**config.mk**
```make
export PLATFORM = sky130hd
export DESIGN_NAME = binary_to_decimal_ascii_flat
export DESIGN_NICKNAME = d
export VERILOG_FILES = /design/src/rtl/bdc_pkg.sv /design/src/rtl/bdc_if.sv /design/src/rtl/binary_to_decimal_ascii.sv /design/src/flat_wrapper.sv
export SDC_FILE = /design/constraint.sdc
export NUM_CORES = 1
export LEC_CHECK = 0
export BUFFER_PORTS_ARGS = -buffer_cell sky130_fd_sc_hd__buf_2
export CAP_MARGIN = 5
export CORE_ASPECT_RATIO = 0.6
export CORE_MARGIN = 5
export CORE_UTILIZATION = 54
export CTS_CLUSTER_DIAMETER = 50
export DETAILED_ROUTE_END_ITERATION = 16
export PLACE_DENSITY = 0.84
export SYNTH_ARGS = -nofsm -noshare
export SYNTH_HDL_FRONTEND = slang
export SYNTH_SLANG_ARGS = --single-unit
```
**constraint.sdc**
```tcl
create_clock -name clk -period 3.9 [get_ports clk]
set_clock_uncertainty 0.2 [all_clocks]
set_input_delay 0.195 -clock clk [delete_from_list [all_inputs] [get_ports clk]]
set_output_delay 0.195 -clock clk [all_outputs]
set_load 0.005 [all_outputs]
```
**src/rtl/bdc_pkg.sv**
```systemverilog
`timescale 1ns / 1ps
// ----------------------------------------------------------------------------
// bdc_pkg: shared definitions for the binary to decimal ASCII converter
// Widths, digit counts, the ASCII base code and the control state encoding.
// ----------------------------------------------------------------------------
package bdc_pkg;

  // width of the input word as it appears on the channel
  localparam int NUM_WIDTH   = 64;
  // low bits of the input word that take part in the conversion
  localparam int VALUE_WIDTH = 64;
  // ascii code width on the output channel
  localparam int CHAR_WIDTH  = 6;
  // decimal digits needed for the widest value
  localparam int MAX_DIGITS  = 20;
  localparam int BCD_WIDTH   = 4 * MAX_DIGITS;

  // counter widths
  localparam int BIT_CNT_W   = $clog2(VALUE_WIDTH);
  localparam int DIGIT_CNT_W = $clog2(MAX_DIGITS + 1);

  // ascii '0' reduced to the character width
  localparam logic [CHAR_WIDTH-1:0] ASCII_ZERO = CHAR_WIDTH'(48);

  // control states
  typedef enum logic [1:0] {
    ST_IDLE,
    ST_CONVERT,
    ST_STRIP,
    ST_EMIT
  } bdc_state_t;

endpackage

```
**src/rtl/bdc_if.sv**
```systemverilog
`timescale 1ns / 1ps
// ----------------------------------------------------------------------------
// bdc_if: valid/ready channels of the binary to decimal ASCII converter
// bdc_num_if carries binary values in, bdc_char_if carries digit characters out.
// ----------------------------------------------------------------------------
interface bdc_num_if;
  logic                          valid;
  logic                          ready;
  logic [bdc_pkg::NUM_WIDTH-1:0] number;

  modport source (output valid, output number, input ready);
  modport sink   (input valid, input number, output ready);
endinterface

interface bdc_char_if;
  logic                           valid;
  logic                           ready;
  logic [bdc_pkg::CHAR_WIDTH-1:0] digit_char;
  logic                           last_digit;

  modport source (output valid, output digit_char, output last_digit, input ready);
  modport sink   (input valid, input digit_char, input last_digit, output ready);
endinterface

```
**src/rtl/binary_to_decimal_ascii.sv**
```systemverilog
`timescale 1ns / 1ps
// ----------------------------------------------------------------------------
// binary_to_decimal_ascii: unsigned binary to decimal ASCII text
// Usage:
//   num  : sink channel, one word is an unsigned value (low VALUE_WIDTH bits
//          are used, higher bits are ignored)
//   chr  : source channel, one word per decimal digit, most significant first,
//          no leading zeros; last_digit marks the final digit of a value;
//          a zero value gives the single character '0'
// Timing:
//   a value is accepted while idle, converted by bit-serial shift-and-add-3
//   (double dabble) into a 20-digit BCD shift register, stripped of leading
//   zeros one digit at a time, then sent one digit per cycle while chr.ready
//   is high; num.ready is high only between values.
// Reset:
//   rst (synchronous) returns the block to idle and drops any value in work.
// Stalls:
//   while chr.ready is low the current digit is held on chr and the block
//   waits; no digit is lost or repeated.
// ----------------------------------------------------------------------------
module binary_to_decimal_ascii (
  input  logic              clk,
  input  logic              rst,
  bdc_num_if.sink           num,
  bdc_char_if.source        chr
);
  import bdc_pkg::*;

  bdc_state_t               state, state_next;
  logic [VALUE_WIDTH-1:0]   bin, bin_next;
  logic [BCD_WIDTH-1:0]     bcd, bcd_next;
  logic [BCD_WIDTH-1:0]     bcd_adj;
  logic [BIT_CNT_W-1:0]     bit_cnt, bit_cnt_next;
  logic [DIGIT_CNT_W-1:0]   dig_cnt, dig_cnt_next;
  logic [3:0]               top_digit;

  assign top_digit = bcd[BCD_WIDTH-1 -: 4];

  // add 3 to every digit of 5 or more before the next shift
  always_comb begin
    logic [3:0] nib;
    nib = '0;
    for (int i = 0; i < MAX_DIGITS; i++) begin
      nib = bcd[4*i +: 4];
      bcd_adj[4*i +: 4] = (nib >= 4'd5) ? nib + 4'd3 : nib;
    end
  end

  // state and datapath registers
  always_ff @(posedge clk) begin
    if (rst) begin
      state   <= ST_IDLE;
      bit_cnt <= '0;
      dig_cnt <= '0;
    end else begin
      state   <= state_next;
      bit_cnt <= bit_cnt_next;
      dig_cnt <= dig_cnt_next;
    end
    bin <= bin_next;
    bcd <= bcd_next;
  end

  // next state and datapath control
  always_comb begin
    state_next   = state;
    bin_next     = bin;
    bcd_next     = bcd;
    bit_cnt_next = bit_cnt;
    dig_cnt_next = dig_cnt;
    case (state)
      ST_IDLE: begin
        if (num.valid) begin
          bin_next     = num.number[VALUE_WIDTH-1:0];
          bcd_next     = '0;
          bit_cnt_next = '0;
          state_next   = ST_CONVERT;
        end
      end
      ST_CONVERT: begin
        bcd_next     = {bcd_adj[BCD_WIDTH-2:0], bin[VALUE_WIDTH-1]};
        bin_next     = {bin[VALUE_WIDTH-2:0], 1'b0};
        bit_cnt_next = bit_cnt + 1'b1;
        if (bit_cnt == BIT_CNT_W'(VALUE_WIDTH - 1)) begin
          dig_cnt_next = DIGIT_CNT_W'(MAX_DIGITS);
          state_next   = ST_STRIP;
        end
      end
      ST_STRIP: begin
        // drop leading zeros, always keep the final digit
        if (top_digit == 4'd0 && dig_cnt != DIGIT_CNT_W'(1)) begin
          bcd_next     = {bcd[BCD_WIDTH-5:0], 4'd0};
          dig_cnt_next = dig_cnt - 1'b1;
        end else begin
          state_next = ST_EMIT;
        end
      end
      ST_EMIT: begin
        if (chr.ready) begin
          bcd_next     = {bcd[BCD_WIDTH-5:0], 4'd0};
          dig_cnt_next = dig_cnt - 1'b1;
          if (dig_cnt == DIGIT_CNT_W'(1)) begin
            state_next = ST_IDLE;
          end
        end
      end
      default: begin
        state_next = ST_IDLE;
      end
    endcase
  end

  // channel outputs
  assign num.ready      = (state == ST_IDLE);
  assign chr.valid      = (state == ST_EMIT);
  assign chr.digit_char = ASCII_ZERO | {{(CHAR_WIDTH-4){1'b0}}, top_digit};
  assign chr.last_digit = (dig_cnt == DIGIT_CNT_W'(1));

endmodule

```
**src/flat_wrapper.sv**
```systemverilog
// flat-port wrapper written by rule: the top's interface ports become plain ports
module binary_to_decimal_ascii_flat import bdc_pkg::*;
  (clk, rst, num_valid, num_number, num_ready, chr_valid, chr_digit_char, chr_last_digit, chr_ready);
  bdc_num_if num_i ();
  bdc_char_if chr_i ();
  input  logic clk;
  input  logic rst;
  input wire logic [$bits(num_i.valid)-1:0] num_valid;
  input wire logic [$bits(num_i.number)-1:0] num_number;
  output wire logic [$bits(num_i.ready)-1:0] num_ready;
  output wire logic [$bits(chr_i.valid)-1:0] chr_valid;
  output wire logic [$bits(chr_i.digit_char)-1:0] chr_digit_char;
  output wire logic [$bits(chr_i.last_digit)-1:0] chr_last_digit;
  input wire logic [$bits(chr_i.ready)-1:0] chr_ready;
  assign num_i.valid = num_valid;
  assign num_i.number = num_number;
  assign num_ready = num_i.ready;
  assign chr_valid = chr_i.valid;
  assign chr_digit_char = chr_i.digit_char;
  assign chr_last_digit = chr_i.last_digit;
  assign chr_i.ready = chr_ready;
  binary_to_decimal_ascii u_core (.clk(clk), .rst(rst), .num(num_i), .chr(chr_i));
endmodule
```
## After elaboration in Yosys (flattened, before gate mapping)

Index checks and enable logic that the tools add are counted.

| storage, ports and cells | value |
|---|---|
| flip-flop bits (word level) | 157 |
| logic and storage cells | 106 |
| output and inout bits | 9 |
| bits of input ports | 68 |

| cells by class | value |
|---|---|
| equal/unequal tests | 12 |
| magnitude comparators | 20 |
| muxes and demuxes | 38 |
| reductions and logical operators | 9 |
| $add $sub $neg | 22 |

Operator list:

| operator | number |
|---|---|
| one-hot mux 80 bit (4 select lines) | 1 |
| two-way mux 80 bit | 3 |
| one-hot mux 64 bit (2 select lines) | 1 |
| >= comparator 4 x 3 -> 1 bit, second input constant | 20 |
| adder 4 x 2 -> 4 bit, second input constant | 19 |
| two-way mux 4 bit | 19 |
| two-way mux 64 bit | 1 |
| two-way mux 5 bit | 3 |
| one-hot mux 5 bit (3 select lines) | 1 |
| one-hot mux 6 bit (2 select lines) | 1 |
| two-way mux 2 bit | 5 |
| != test 2 x 1 -> 1 bit, second input constant | 4 |
| one-hot mux 2 bit (4 select lines) | 1 |
| adder 6 x 1 -> 6 bit, second input constant | 1 |
| == test 6 bit, second input constant | 1 |
| two-way mux 6 bit | 1 |
| == test 5 x 1 -> 1 bit, second input constant | 1 |
| != test 5 x 1 -> 1 bit, second input constant | 1 |
| AND reduction 5 bit | 1 |
| subtractor 5 x 1 -> 5 bit, second input constant | 1 |
| == test 2 bit, second input constant | 2 |
| zero test 4 bit | 1 |
| != test 2 bit, second input constant | 2 |
| AND reduction 4 bit | 1 |
| 9 further kinds | 9 |

## Depth between registers and ports, before layout

Gate-level depths: netlist (run 1).

| depth | value |
|---|---|
| depth after elaboration | 4 |
| gate-level depth with buffers | 8 |
| mapped depth without buffers | 7 |

## Least setup slack after synthesis (run 1)

Ideal clock, no wire load.

| timing path | value |
|---|---|
| path kind | register to register |
| start point | register u_core.bcd[76] |
| end point | register u_core.bcd[0] (enable) |
| setup time | 447 ps |
| required time | 3,253 ps |
| setup slack | 40 ps |
| cell stages (with the launch flop) | 6 |
| buffers on the path | 0 |
| period minus slack after synthesis | 3,860 ps |
| arrival time | 3,213 ps |
| cell sequence | edfxtp_1 inv_1 ha_1 or3b_1 o21ai_0 and2_1 |

| between the ends | value |
|---|---|
| cells in the longest elaborated chain, start to end | 4 |

Ends and longest elaborated chain:

| item | RTL line | RTL |
|---|---|---|
| from (decl) | binary_to_decimal_ascii.sv:31 | `logic [BCD_WIDTH-1:0] bcd, bcd_next;` |
| from (signal assigned) | binary_to_decimal_ascii.sv:61 | `bcd <= bcd_next;` |
| zero test 4 bit | binary_to_decimal_ascii.sv:91 | `if (top_digit == 4'd0 && dig_cnt != DIGIT_CNT_W'(1)) begin` |
| logical AND 1 bit | binary_to_decimal_ascii.sv:91 |  |
| != test 2 x 1 -> 1 bit (no source line) | -- |  |
| AND reduction 3 bit (no source line) | -- |  |

No other way between the ends.
A chain may end at the register's enable or synchronous reset.

## Worst setup path in the final report (run 1)

| timing path | value |
|---|---|
| start point | register u_core.state[1] |
| end point | register u_core.bin[41] (enable) |

| between the ends | value |
|---|---|
| cells in the longest elaborated chain, start to end | 3 |
| elaborated cells on any way between the ends | 5 |
| classes of those cells | eq/ne (2); reduce/logical (3) |

Ends and longest elaborated chain:

| item | RTL line | RTL |
|---|---|---|
| from (decl) | binary_to_decimal_ascii.sv:29 | `bdc_state_t state, state_next;` |
| from (signal assigned) | binary_to_decimal_ascii.sv:56 | `state <= state_next;` |
| == test 2 x 1 -> 1 bit or zero test 2 bit (tied branches) | binary_to_decimal_ascii.sv:71 | `case (state)` |
| nonzero test 2 bit (no source line) or != test 2 bit (tied branches) | -- |  |
| AND reduction 2 bit (no source line) (*) | -- |  |
| to (signal assigned) | binary_to_decimal_ascii.sv:60 | `bin <= bin_next;` |
| to (decl) | binary_to_decimal_ascii.sv:30 | `logic [VALUE_WIDTH-1:0] bin, bin_next;` |

Every way passes the cells marked *; elsewhere a longest branch is shown, timed or not.

==> results of run 1 <==
how the worst max path moves through the flow:
stage / from / end / depth (start not counted)
6_report: u_core.state[1] / u_core.bin[41] / 5
5_1_grt: u_core.state[1] / u_core.bin[41] / 5
4_1_cts: u_core.state[1] / u_core.bin[28] / 5
2_1_floorplan: u_core.bcd[76] / u_core.bcd[0] / 5
3_3_place_gp: u_core.state[1] / u_core.bin[49] / 5
3_5_place_dp: u_core.state[1] / u_core.bin[46] / 5
cell usage after synthesis, drive strengths merged (5+ instances only):
| cell type | instances | area [sq um] |
|---|---|---|
| o21ai | 54 | 270 |
| nor2b | 5 | 31.3 |
| o41a | 5 | 56.3 |
| dfxtp | 13 | 260 |
| nor2 | 14 | 52.6 |
| nand2 | 43 | 161 |
| xor2 | 9 | 78.8 |
| o22ai | 31 | 194 |
| xnor2 | 21 | 184 |
| o32ai | 12 | 105 |
| nor3b | 23 | 173 |
| nor3 | 5 | 25.0 |
| mux2 | 82 | 923 |
| nand2b | 21 | 131 |
| a21oi | 51 | 255 |
| edfxtp | 144 | 4320 |
| clkbuf | 12 | 45.0 |
| buf | 21 | 110 |
| o31a | 5 | 43.8 |
| ha | 49 | 613 |
| inv | 55 | 206 |
stage by stage:
stage | instance area (sq um) | worst slack [ns] | instances | hold slack [ns]
floorplan | 8590 | 0.0403 | 721 | 0.195
global placement | 9140 | 1.10 | 972 | 0.288
detailed placement | 9140 | 1.01 | 972 | 0.287
CTS | 10300 | 0.993 | 1069 | 0.0115
global route | 10300 | 0.715 | 1070 | 0.0214
finish | 10300 | 0.903 | 1070 | 0.0346
worst max-delay path, delay by kind of cell (launching register included):
family / cells / cell delay, ns
buffers and inverters: 3 / 1.35
adders and majority gates: 1 / 0.46
DFF: 1 / 0.34
muxes: 1 / 0.28
cells in the final DEF, fill, tap and decap left out, drive strengths merged, types with 3 or more instances in the layout:
cell type | netlist | routed
edfxtp | 144 | 144
o41ai | 3 | 3
a211oi | 3 | 3
xnor2 | 21 | 21
nor2b | 5 | 5
a21o | 3 | 3
nor3b | 23 | 23
a21oi | 51 | 51
o22ai | 31 | 31
inv | 55 | 63
ha | 49 | 49
a31oi | 3 | 3
xor2 | 9 | 9
dlygate4sd3 | 0 | 65
clkbuf | 12 | 17
o41a | 5 | 5
nand2b | 21 | 21
nor2 | 14 | 14
nand2 | 43 | 43
o32ai | 12 | 12
buf | 21 | 81
nor3 | 5 | 5
mux2 | 82 | 82
dfxtp | 13 | 13
clkinv | 0 | 5
o31a | 5 | 5
o21ai | 54 | 54
sequential cells by signal, indices dropped and copies added, names as in the netlist:
name and cells:
u_core.bcd 80, u_core.dig_cnt 5, u_core.bin 64, u_core.bit_cnt 6
u_core.state 2
cells by family (layout without fill, tap and decap cells):
| family | Yosys count | count (layout) | synth area share (%) |
|---|---|---|---|
| and+or+nand+nor | 129 | 129 | 8.20 |
| DFF | 157 | 157 | 53.4 |
| adders and majority gates | 49 | 49 | 7.14 |
| muxes | 83 | 83 | 10.9 |
| xor gates and xnor gates | 30 | 30 | 3.06 |
| other | 1 | 3 | 0.0437 |
| AOI/OAI and AO/OA | 183 | 183 | 13.1 |
| buffers and inverters | 88 | 233 | 4.21 |
what timing repair did:
action,CTS,global route
hold endpoints to repair,72,0
endpoints found under the setup margin,0,0
hold buffers,65,0
area by class of cell:
type,count,area [sq um],area share [%]
repair buffers,146,1090,10.5
multi-input cells,476,3660,35.3
well taps,203,254,2.46
inverters,55,206,2.00
clock inverters,15,128,1.23
flip-flops and latches,157,4580,44.3
clock buffers,17,425,4.11
diodes,1,2.50,0.0242
power by group through the flow:
stage | clock network (W) | registers [W] | logic [W]
after detailed placement | 0 | 0.00338 | 0.00311
after global routing | 0.00172 | 0.00350 | 0.00362
final | 0.00163 | 0.00343 | 0.00329
after floorplan | 0 | 0.00326 | 0.00249
after CTS | 0.00161 | 0.00336 | 0.00320
after global placement | 0 | 0.00335 | 0.00301
routing by layer:
layer / wire length [microns] / vias up / global-route usage [%]
met5: 0 / - / 0
met4: 658 / 0 / 8.81
met3: 1150 / 55 / 4.63
met2: 9660 / 247 / 36.6
met1: 8720 / 3013 / 27.8
li1: - / 2950 / -
==> summary.md, run 1 <==
| Metric | Value |
|---|---|
| Avg Inst Size Synth | `~12 sq um` |
| Logic pwr share | `39.4%` |
| CP peak stage delay | `0.78 ns` |
| Post-route clock period utilization | `76.9%` |
| Vias/cell | `5.86` |
| Crit-path slowest cell | `inv_2` |
| Status | `finished, final reports clean` |
| Yosys cell types | `52` |
| Initial core utilization | `55.6%` |
| PD cells | `807 nW/um^2` |
| Routability Congestion | `0.847` |
| Worst-path clk slew | `0.07 ns` |
| R2R setup slack | `0.90 ns` |
| Pwr Total | `~0.0083 W` |
| Final ANT Viol Nets | `0` |
| Async SR Flop Fraction | `0%` |
| Hold Path Cell Cnt | `4` |
| Grt total ovfl | `0` |
| Register bit count reported by yosys | `157` |
| Min cycle time layout | `between 2 and 3 ns` |
| Net Sw Frac | `between 30 and 40%` |
| Maximum vdd drop | `around 500 uV` |
| Slew @ Worst Pin | `about 0.98 ns` |
| Critical Path RT | `approximately 3.8 ns` |
| CTS tree | `yes` |
| Longest Clk Path Bufs | `2` |
| Top FF cell, synth | `edfxtp_1` |
| DP Wirelength | `11000 microns` |
| Min-delay src | `num_valid` |
| GRT Util Overall | `21.8%` |
| Switching pwr | `approximately 0.0032 W` |
| Die Y | `108 microns` |
| # rows | `35` |
| Syn Std Cell Area | `8590 sq um` |
| Fmax | `0.334 GHz` |
| WP data arrival | `around 2.9 ns` |
| Vias in the first global route | `6178` |
| CP Launch Type | `register` |
| Final Hold Viols | `0` |
| Pin count of the biggest net entering global routing | `89` |
| Syn-to-layout area delta | `20.4%` |
| # DRC | `0` |
| Min-delay worst type | `input pin to register` |
| CTS Buf Count | `17` |
| CTS H-tree depth | `4` |
| Final setup viols | `0` |
| Avg WL per Cell | `18.9 microns` |
| Max-Cap Viols | `0` |
| TritonRoute pass-1 iters | `5` |
| Die area | `18600 sq um` |
| Synth warnings | `0` |
| # Post-CTS Setup Buffers | `0` |
| Sequential area share after synthesis | `between 50% and 60%` |
| Final Max Tran Viols | `0` |
| Root Driver | `clkbuf_16` |
| Clock power frac | `19.5%` |
| Critical R2R Launch | `u_core.state[1]` |
| Initial antenna violation count | `1` |
| Nets | `970` |
| First-pass GRT wire length | `about 32000 microns` |
| Vias | `6265` |
| Area of the core | `15500 sq um` |
| Sink Count | `157` |
| Final wirelength | `~20000 microns` |
| Relative slew slack | `34.3%` |
| CP Cell Sequence | `inv_1 > ha_2 > mux2i_1 > inv_2 > buf_4` |
| Cell count of the worst reg-to-reg path | `5` |
| Critical Path End Type | `register` |
| Post-synth EDFFs | `approximately 140` |
| Pleak | `3.84 nW` |
| Syn Inst Count | `between 700 and 800` |
| Worst Hold End | `u_core.bit_cnt[4]` |
| Resized cells post-CTS | `0` |
| Crit path max fanout | `43` |
| Clock latency on the worst-skew pair | `0.43 ns` |
| R2r endpoint | `u_core.bin[41]` |
| TNS Setup | `0 ns` |
| Seq pwr share | `between 40% and 50%` |
| Layout cell share with drive strength beyond 1 | `23.3%` |
| Fin util | `66.9%` |
| RSZ-0062 raised after global routing | `false` |
| Number of port buffers | `74` |
| Die span in x | `173 microns` |
| Cell internal pwr | `between 0.005 and 0.006 W` |
| I/O pin total | `77` |
| Fillers | `1068` |
| DR iter-0 viols | `605` |
| Critical path class | `register to register` |
Note: power is estimated with default switching activity, not from simulation.
==> inputs of run 2 (changes only) <==
--- a/config.mk
+++ b/config.mk
@@ -5,14 +5,15 @@
 export SDC_FILE = /design/constraint.sdc
 export NUM_CORES = 1
 export LEC_CHECK = 0
+export ABC_AREA = 1
 export BUFFER_PORTS_ARGS = -buffer_cell sky130_fd_sc_hd__buf_2
 export CAP_MARGIN = 5
 export CORE_ASPECT_RATIO = 0.6
 export CORE_MARGIN = 5
-export CORE_UTILIZATION = 54
+export CORE_UTILIZATION = 55
 export CTS_CLUSTER_DIAMETER = 50
 export DETAILED_ROUTE_END_ITERATION = 16
-export PLACE_DENSITY = 0.84
+export PLACE_DENSITY = 0.85
 export SYNTH_ARGS = -nofsm -noshare
 export SYNTH_HDL_FRONTEND = slang
 export SYNTH_SLANG_ARGS = --single-unit
==> constraint.sdc (replaced) <==
create_clock -name clk -period 2.7 [get_ports clk]
set_clock_uncertainty 0.2 [all_clocks]
set_input_delay 0.135 -clock clk [delete_from_list [all_inputs] [get_ports clk]]
set_output_delay 0.135 -clock clk [all_outputs]
set_load 0.005 [all_outputs]
==> summary.md, run 2 <==
| Metric | Value |
|---|---|
| Hold Slack | `0.280 ns` |
| Switching pwr | `0.00539 W` |
| Die Y | `108 microns` |
| Final ANT Viol Nets | `0` |
| Maximum vdd drop | `669 uV` |
| Die span in x | `174 microns` |
| Layout cell share with drive strength beyond 1 | `14.8%` |
| CP Launch Type | `register` |
| Pleak | `4.59 nW` |
| Final std cells w/o fill | `1337` |
| Post-synth top area cell | `edfxtp_1` |
| Synth Area in Simple Gates | `20.5%` |
| Antenna diode count | `0` |
| Async SR Flop Fraction | `0%` |
| Synth warnings | `0` |
| Share of the synthesized area in the top cell type | `48.8%` |
| CP peak stage delay | `between 0.4 and 0.5 ns` |
| Routability Congestion | `0.876` |
| Number of instances in the placed design | `~1200` |
| Post-synth EDFFs | `roughly 140` |
| Clock power frac | `19.2%` |
| Max-Cap Viols | `0` |
| Final wirelength | `around 22000 microns` |
| Syn Std Cell Area | `8860 sq um` |
| Net Sw Frac | `about 43%` |
| Critical Path End Type | `register` |
| Status | `finished, final reports clean` |
| Largest family of logic cells by synthesized area | `simple AND/OR/NAND/NOR gates` |
| Synth top cells by count | `307 x nand2_1, 144 x edfxtp_1, 95 x inv_1` |
| DP Wirelength | `roughly 13000 microns` |
| Longest Clk Path Bufs | `2` |
| Fmax | `0.464 GHz` |
| Final setup viols | `0` |
| RSZ-0062 raised after global routing | `false` |
| Commonest cells after routing, fill and taps aside | `304 x nand2_1, 144 x edfxtp_1, 93 x inv_1, 84 x nor2_1, 74 x buf_2` |
| Nets | `around 1200` |
| Sequential area share after synthesis | `between 50 and 60%` |
| Syn Inst Count | `988` |
| Biggest register | `u_core.bcd` |
| Relative slew slack | `59.0%` |
| Logic pwr share | `40.4%` |
| Synth Area in Compound Gates | `11.5%` |
| TritonRoute pass-1 iters | `7` |
| Root Driver | `clkbuf_16` |
| Synth top area cells | `edfxtp_1 49%, nand2_1 13%, ha_1 6.9%, inv_1 4.0%, nor2_1 3.6%` |
| WP data arrival | `~2.1 ns` |
| First-pass GRT wire length | `36300 microns` |
| Seq pwr share | `40.3%` |
| Most common cell in the netlist | `nand2_1` |
| CP Cell Sequence | `inv_1 > ha_2 > o21ai_4 > inv_2 > buf_12` |
| Synth Area in XOR/XNOR | `around 1.6%` |
| Crit path max fanout | `39` |
| Syn-to-layout area delta | `20.3%` |
| Min cycle time layout | `2.16 ns` |
| Cell internal pwr | `about 0.0072 W` |
| CTS H-tree depth | `4` |
| Grt total ovfl | `0` |
| Pin count of the biggest net entering global routing | `between 70 and 80` |
| Final Max Tran Viols | `0` |
| Top FF cell, synth | `edfxtp_1` |
| # DRC | `0` |
| Biggest regs | `u_core.bcd: 80 flops, u_core.bin: 64 flops, u_core.bit_cnt: 6 flops` |
| Max reg flops | `80` |
| Initial core utilization | `56.9%` |
| Register bit count reported by yosys | `157` |
| Critical Path RT | `about 2.6 ns` |
| DR iter-0 viols | `864` |
| Number of port buffers | `74` |
| R2R setup slack | `0.54 ns` |
| Synth Area in Adders | `6.92%` |
| GRT Util Overall | `24.2%` |
| Vias in the first global route | `7124` |
| PD cells | `about 1200 nW/um^2` |
| Avg Inst Size Synth | `8.97 sq um` |
| Avg WL per Cell | `approximately 17 microns` |
| Commonest non-fill, non-tap cell in the layout | `nand2_1` |
| Crit-path slowest cell | `ha_2` |
| I/O pin total | `77` |
| Critical path class | `register to register` |
| Die area | `18800 sq um` |
| Clock latency on the worst-skew pair | `0.43 ns` |
| Min-delay worst type | `input pin to register` |
| CTS tree | `yes` |
| Vias | `7362` |
| Area of the core | `between 15000 and 20000 sq um` |
| Slew @ Worst Pin | `0.616 ns` |
| Final Hold Viols | `0` |
| Worst-path clk slew | `0.07 ns` |
| Proportion of synthesized area in mux cells | `0%` |
| Vias/cell | `5.51` |
| Yosys cell types | `just over 40` |
| Post-route clock period utilization | `79.9%` |
| # rows | `35` |
| CTS Buf Count | `17` |
| Initial antenna violation count | `0` |
| Sink Count | `157` |
==> run 2: cell types whose count changed after synthesis, sizes merged, moves of 29 or more <==
| cell | change |
|---|---|
| o21ai | +32 |
| inv | +59 |
| nor2 | +77 |
| mux2 | -82 |
| a21oi | -29 |
| nand3 | +40 |
| nand2 | +267 |
==> run 2: worst paths after layout <==
path / startpoint / endpoint / cells past startpoint
max: u_core.state[1] / u_core.bin[23] / 5
min: rst / u_core.dig_cnt[0] / 3
max reg2reg: u_core.state[1] / u_core.bin[23] / 5
min reg2reg: u_core.bit_cnt[0] / u_core.bit_cnt[0] / 1
==> run 2: logic make-up after synthesis <==
family	Yosys count
adders and majority gates	49
buffers and inverters	153
and+or+nand+nor	453
AOI/OAI and AO/OA	159
other	1
xor gates and xnor gates	16
DFF	157
==> run 2: what timing repair did <==
item,CTS,global route
setup buffers,0,0
hold buffers,67,0
gates resized for setup,0,0
endpoints found under the hold margin,73,0
==> run 2: area by class of cell <==
| class | instances | area (sq um) |
|---|---|---|
| sequential | 157 | 4580 |
| multi-input combinational | 679 | 3630 |
| timing repair buffer | 150 | 1160 |
| clock inverter | 15 | 169 |
| inverter | 116 | 443 |
| fill | 1032 | 4920 |
| clock buffer | 17 | 425 |
| tap | 203 | 254 |
==> run 2: power groups by stage <==
stage / clock [W] / combinational [W] / sequential (W)
6_report: 0.00241 / 0.00507 / 0.00506
5_1_grt: 0.00256 / 0.00568 / 0.00515
4_1_cts: 0.00238 / 0.00490 / 0.00498
3_5_place_dp: 0 / 0.00475 / 0.00499
3_3_place_gp: 0 / 0.00456 / 0.00496
2_1_floorplan: 0 / 0.00371 / 0.00481
==> run 2: per-stage QoR <==
step	util, %	setup slack (ns)	instance area [sq um]	TNS, ns	power, W
global placement	60.3	0.664	9400	0	0.00952
floorplan	-	-0.0125	8900	-1.00	0.00852
detailed placement	60.3	0.595	9400	0	0.00974
CTS	68.4	0.588	10700	0	0.0123
global route	68.4	0.463	10700	0	0.0134
finish	68.4	0.544	10700	0	0.0126
==> run 2: per-layer routing <==
metal  GRT usage (%)  routed length [microns]  vias to the layer above
met5               0                        0                        -
met4            10.1                      751                        0
met3            4.86                     1630                       62
met2            39.8                    10400                      351
met1            31.7                     9590                     3386
li1                -                        -                     3563
==> run 2: critical path, delay by kind of cell, from the launching register on <==
| family | cells | cell delay, ns |
|---|---|---|
| compound gates | 1 | 0.15 |
| fa+ha+maj | 1 | 0.44 |
| buf+inv | 3 | 0.70 |
| flops | 1 | 0.35 |
==> inputs of run 3 (changes only) <==
--- a/config.mk
+++ b/config.mk
@@ -13,7 +13,7 @@
 export CORE_UTILIZATION = 55
 export CTS_CLUSTER_DIAMETER = 50
 export DETAILED_ROUTE_END_ITERATION = 16
-export PLACE_DENSITY = 0.85
+export PLACE_DENSITY = 0.82
 export SYNTH_ARGS = -nofsm -noshare
 export SYNTH_HDL_FRONTEND = slang
 export SYNTH_SLANG_ARGS = --single-unit
==> constraint.sdc (replaced) <==
create_clock -name clk -period 2.05 [get_ports clk]
set_clock_uncertainty 0.2 [all_clocks]
set_input_delay 0.1025 -clock clk [delete_from_list [all_inputs] [get_ports clk]]
set_output_delay 0.1025 -clock clk [all_outputs]
set_load 0.005 [all_outputs]
==> summary.md, run 3 (synthesis results as in run 2) <==
| Metric | Value |
|---|---|
| Final setup viols | `1` |
| Biggest register | `u_core.bcd` |
| Final ANT Viol Nets | `0` |
| R2r endpoint | `u_core.bcd[18]` |
| DR iter-0 viols | `1004` |
| Failing checks | `setup timing` |
| # DRC | `0` |
| CP Cell Sequence | `inv_1 > ha_1 > nor2_1 > nor2_1 > inv_2 > o211ai_1 > o21ai_1` |
| CTS H-tree depth | `4` |
| Critical path buffers and inverters | `2` |
| Critical R2R Launch | `u_core.bcd[17]` |
| Vias in the first global route | `7535` |
| Sink Count | `157` |
| Final wirelength | `23400 microns` |
| Worst-path clk slew | `0.08 ns` |
| TritonRoute pass-1 iters | `6` |
| CP peak stage delay | `0.46 ns` |
| Longest Clk Path Bufs | `2` |
| # rows | `35` |
| Hold Slack | `0.249 ns` |
| Nets | `1251` |
| Status | `finished, violations left` |
| Pin count of the biggest net entering global routing | `65` |
| CTS tree | `yes` |
| Final worst slack | `-0.0132 ns` |
| Clock latency on the worst-skew pair | `0.44 ns` |
| Final Hold Viols | `0` |
| Post-route clock period utilization | `101%` |
| Routability Congestion | `0.843` |
| Min cycle time layout | `~2.1 ns` |
| Pleak | `4.71 nW` |
| First-pass GRT wire length | `roughly 37000 microns` |
| Max reg flops | `80` |
| Die area | `between 15000 and 20000 sq um` |
| Area of the core | `15600 sq um` |
| Number of port buffers | `74` |
| Critical path class | `register to register` |
| R2R setup slack | `-0.01 ns` |
| Maximum vdd drop | `703 uV` |
| WP data arrival | `2.03 ns` |
| Top delay family on crit path | `flip-flops` |
| Biggest regs | `u_core.bcd: 80 flops, u_core.bin: 64 flops, u_core.bit_cnt: 6 flops` |
| Syn-to-layout area delta | `23.1%` |
| Commonest cells after routing, fill and taps aside | `304 x nand2_1, 144 x edfxtp_1, 93 x inv_1, 83 x nor2_1, 74 x buf_2` |
| Fmax | `roughly 0.48 GHz` |
| Final Max Tran Viols | `0` |
| Initial core utilization | `56.9%` |
| Max-Cap Viols | `0` |
| Pre-CTS WS | `0.110 ns` |
| Crit-path slowest cell | `edfxtp_1` |
| Crit path max fanout | `4` |
| Avg WL per Cell | `between 15 and 20 microns` |
| GRT Util Overall | `24.9%` |
| CTS Buf Count | `17` |
| Vias/cell | `5.63` |
| Commonest non-fill, non-tap cell in the layout | `nand2_1` |
| Root Driver | `clkbuf_16` |
| Min-delay worst type | `input pin to register` |
| I/O pin total | `77` |
| Vias | `7615` |
| Layout cell share with drive strength beyond 1 | `16.0%` |
| PD cells | `roughly 1600 nW/um^2` |
| Most used cell, CP | `nor2_1` |
| Initial antenna violation count | `2` |
| Critical Path RT | `between 2 and 2.5 ns` |
| Cell count of the worst reg-to-reg path | `7` |
| Grt total ovfl | `0` |
| CP Launch Type | `register` |
| Die span in x | `174 microns` |
| Worst Hold End | `u_core.dig_cnt[0]` |
| TNS Setup | `-0.0132 ns` |
| Min-delay src | `rst` |
| Fillers | `1006` |
| Pwr Total | `0.0172 W` |
| DP Wirelength | `13100 microns` |
| Critical Path End Type | `register` |
| Die Y | `around 110 microns` |
| Hold Path Cell Cnt | `3` |
run 3: cell types whose count changed in the layout (fill, tap and decap cells not counted), moves of 2 or more:
cell      change
buf_6         +2
buf_12        +5
buf_4         +4
diode_2       +2
clkinv_4      -2
run 3: layout make-up:
class | count | area [sq um] | area share [%]
well taps | 203 | 254 | 2.33
multi-input cells | 679 | 3640 | 33.4
inverters | 116 | 445 | 4.08
clock inverters | 15 | 190 | 1.74
clock buffers | 17 | 425 | 3.90
diodes | 2 | 5.00 | 0.0459
repair buffers | 163 | 1360 | 12.5
flip-flops and latches | 157 | 4580 | 42.0
run 3: power breakdown:
part | switching [W] | total, W | internal, W | leakage [nW]
Clock | 0.00156 | 0.00333 | 0.00177 | 0.302
Combinational | 0.00481 | 0.00726 | 0.00245 | 2.82
Sequential | 0.000958 | 0.00662 | 0.00566 | 1.58
Total | 0.00733 | 0.0172 | 0.00988 | 4.71
run 3: timing repair:
| action | in CTS | in global routing |
|---|---|---|
| buffers inserted | 0 | 2 |
| hold endpoints to repair | 73 | 0 |
| endpoints found under the setup margin | 0 | 40 |
| hold buffers | 67 | 0 |
| gates resized for setup | 0 | 4 |
run 3: routing by layer:
layer / vias up / global-route usage (%) / wire, microns / part of all wire, %
met5: - / 0 / 0 / 0
met4: 0 / 12.1 / 958 / 4.1
met3: 94 / 4.30 / 1980 / 8.4
met2: 454 / 41.0 / 10600 / 45
met1: 3476 / 32.4 / 9910 / 42
li1: 3591 / - / - / -
run 3: worst max-delay path by stage:
| stage | start | end | slack, ns | cells past startpoint |
|---|---|---|---|---|
| after floorplan | u_core.bcd[76] | u_core.bcd[0] | -0.66 | 6 |
| after global placement | u_core.bcd[77] | u_core.bcd[24] | 0.13 | 7 |
| after detailed placement | u_core.bcd[77] | u_core.bcd[21] | 0.11 | 7 |
| after CTS | u_core.bcd[77] | u_core.bcd[22] | 0.09 | 7 |
| after global routing | u_core.bcd[17] | u_core.bcd[18] | -0.07 | 7 |
| final | u_core.bcd[17] | u_core.bcd[18] | -0.01 | 7 |
run 3: worst register-to-register path: cells and delay by family (launching register included):
| family | cells | cell delay, ns |
|---|---|---|
| and+or+nand+nor | 2 | 0.28 |
| AOI/OAI and AO/OA | 2 | 0.37 |
| buffers and inverters | 2 | 0.28 |
| DFF | 1 | 0.46 |
| adders and majority gates | 1 | 0.20 |
run 3: metrics by stage:
step	cell area, sq um	util, %	cells
6_report	10900	70.0	1352
3_5_place_dp	9530	61.1	1246
5_1_grt	10900	70.0	1352
2_1_floorplan	8900	-	989
4_1_cts	10800	69.4	1345
3_3_place_gp	9530	61.1	1246
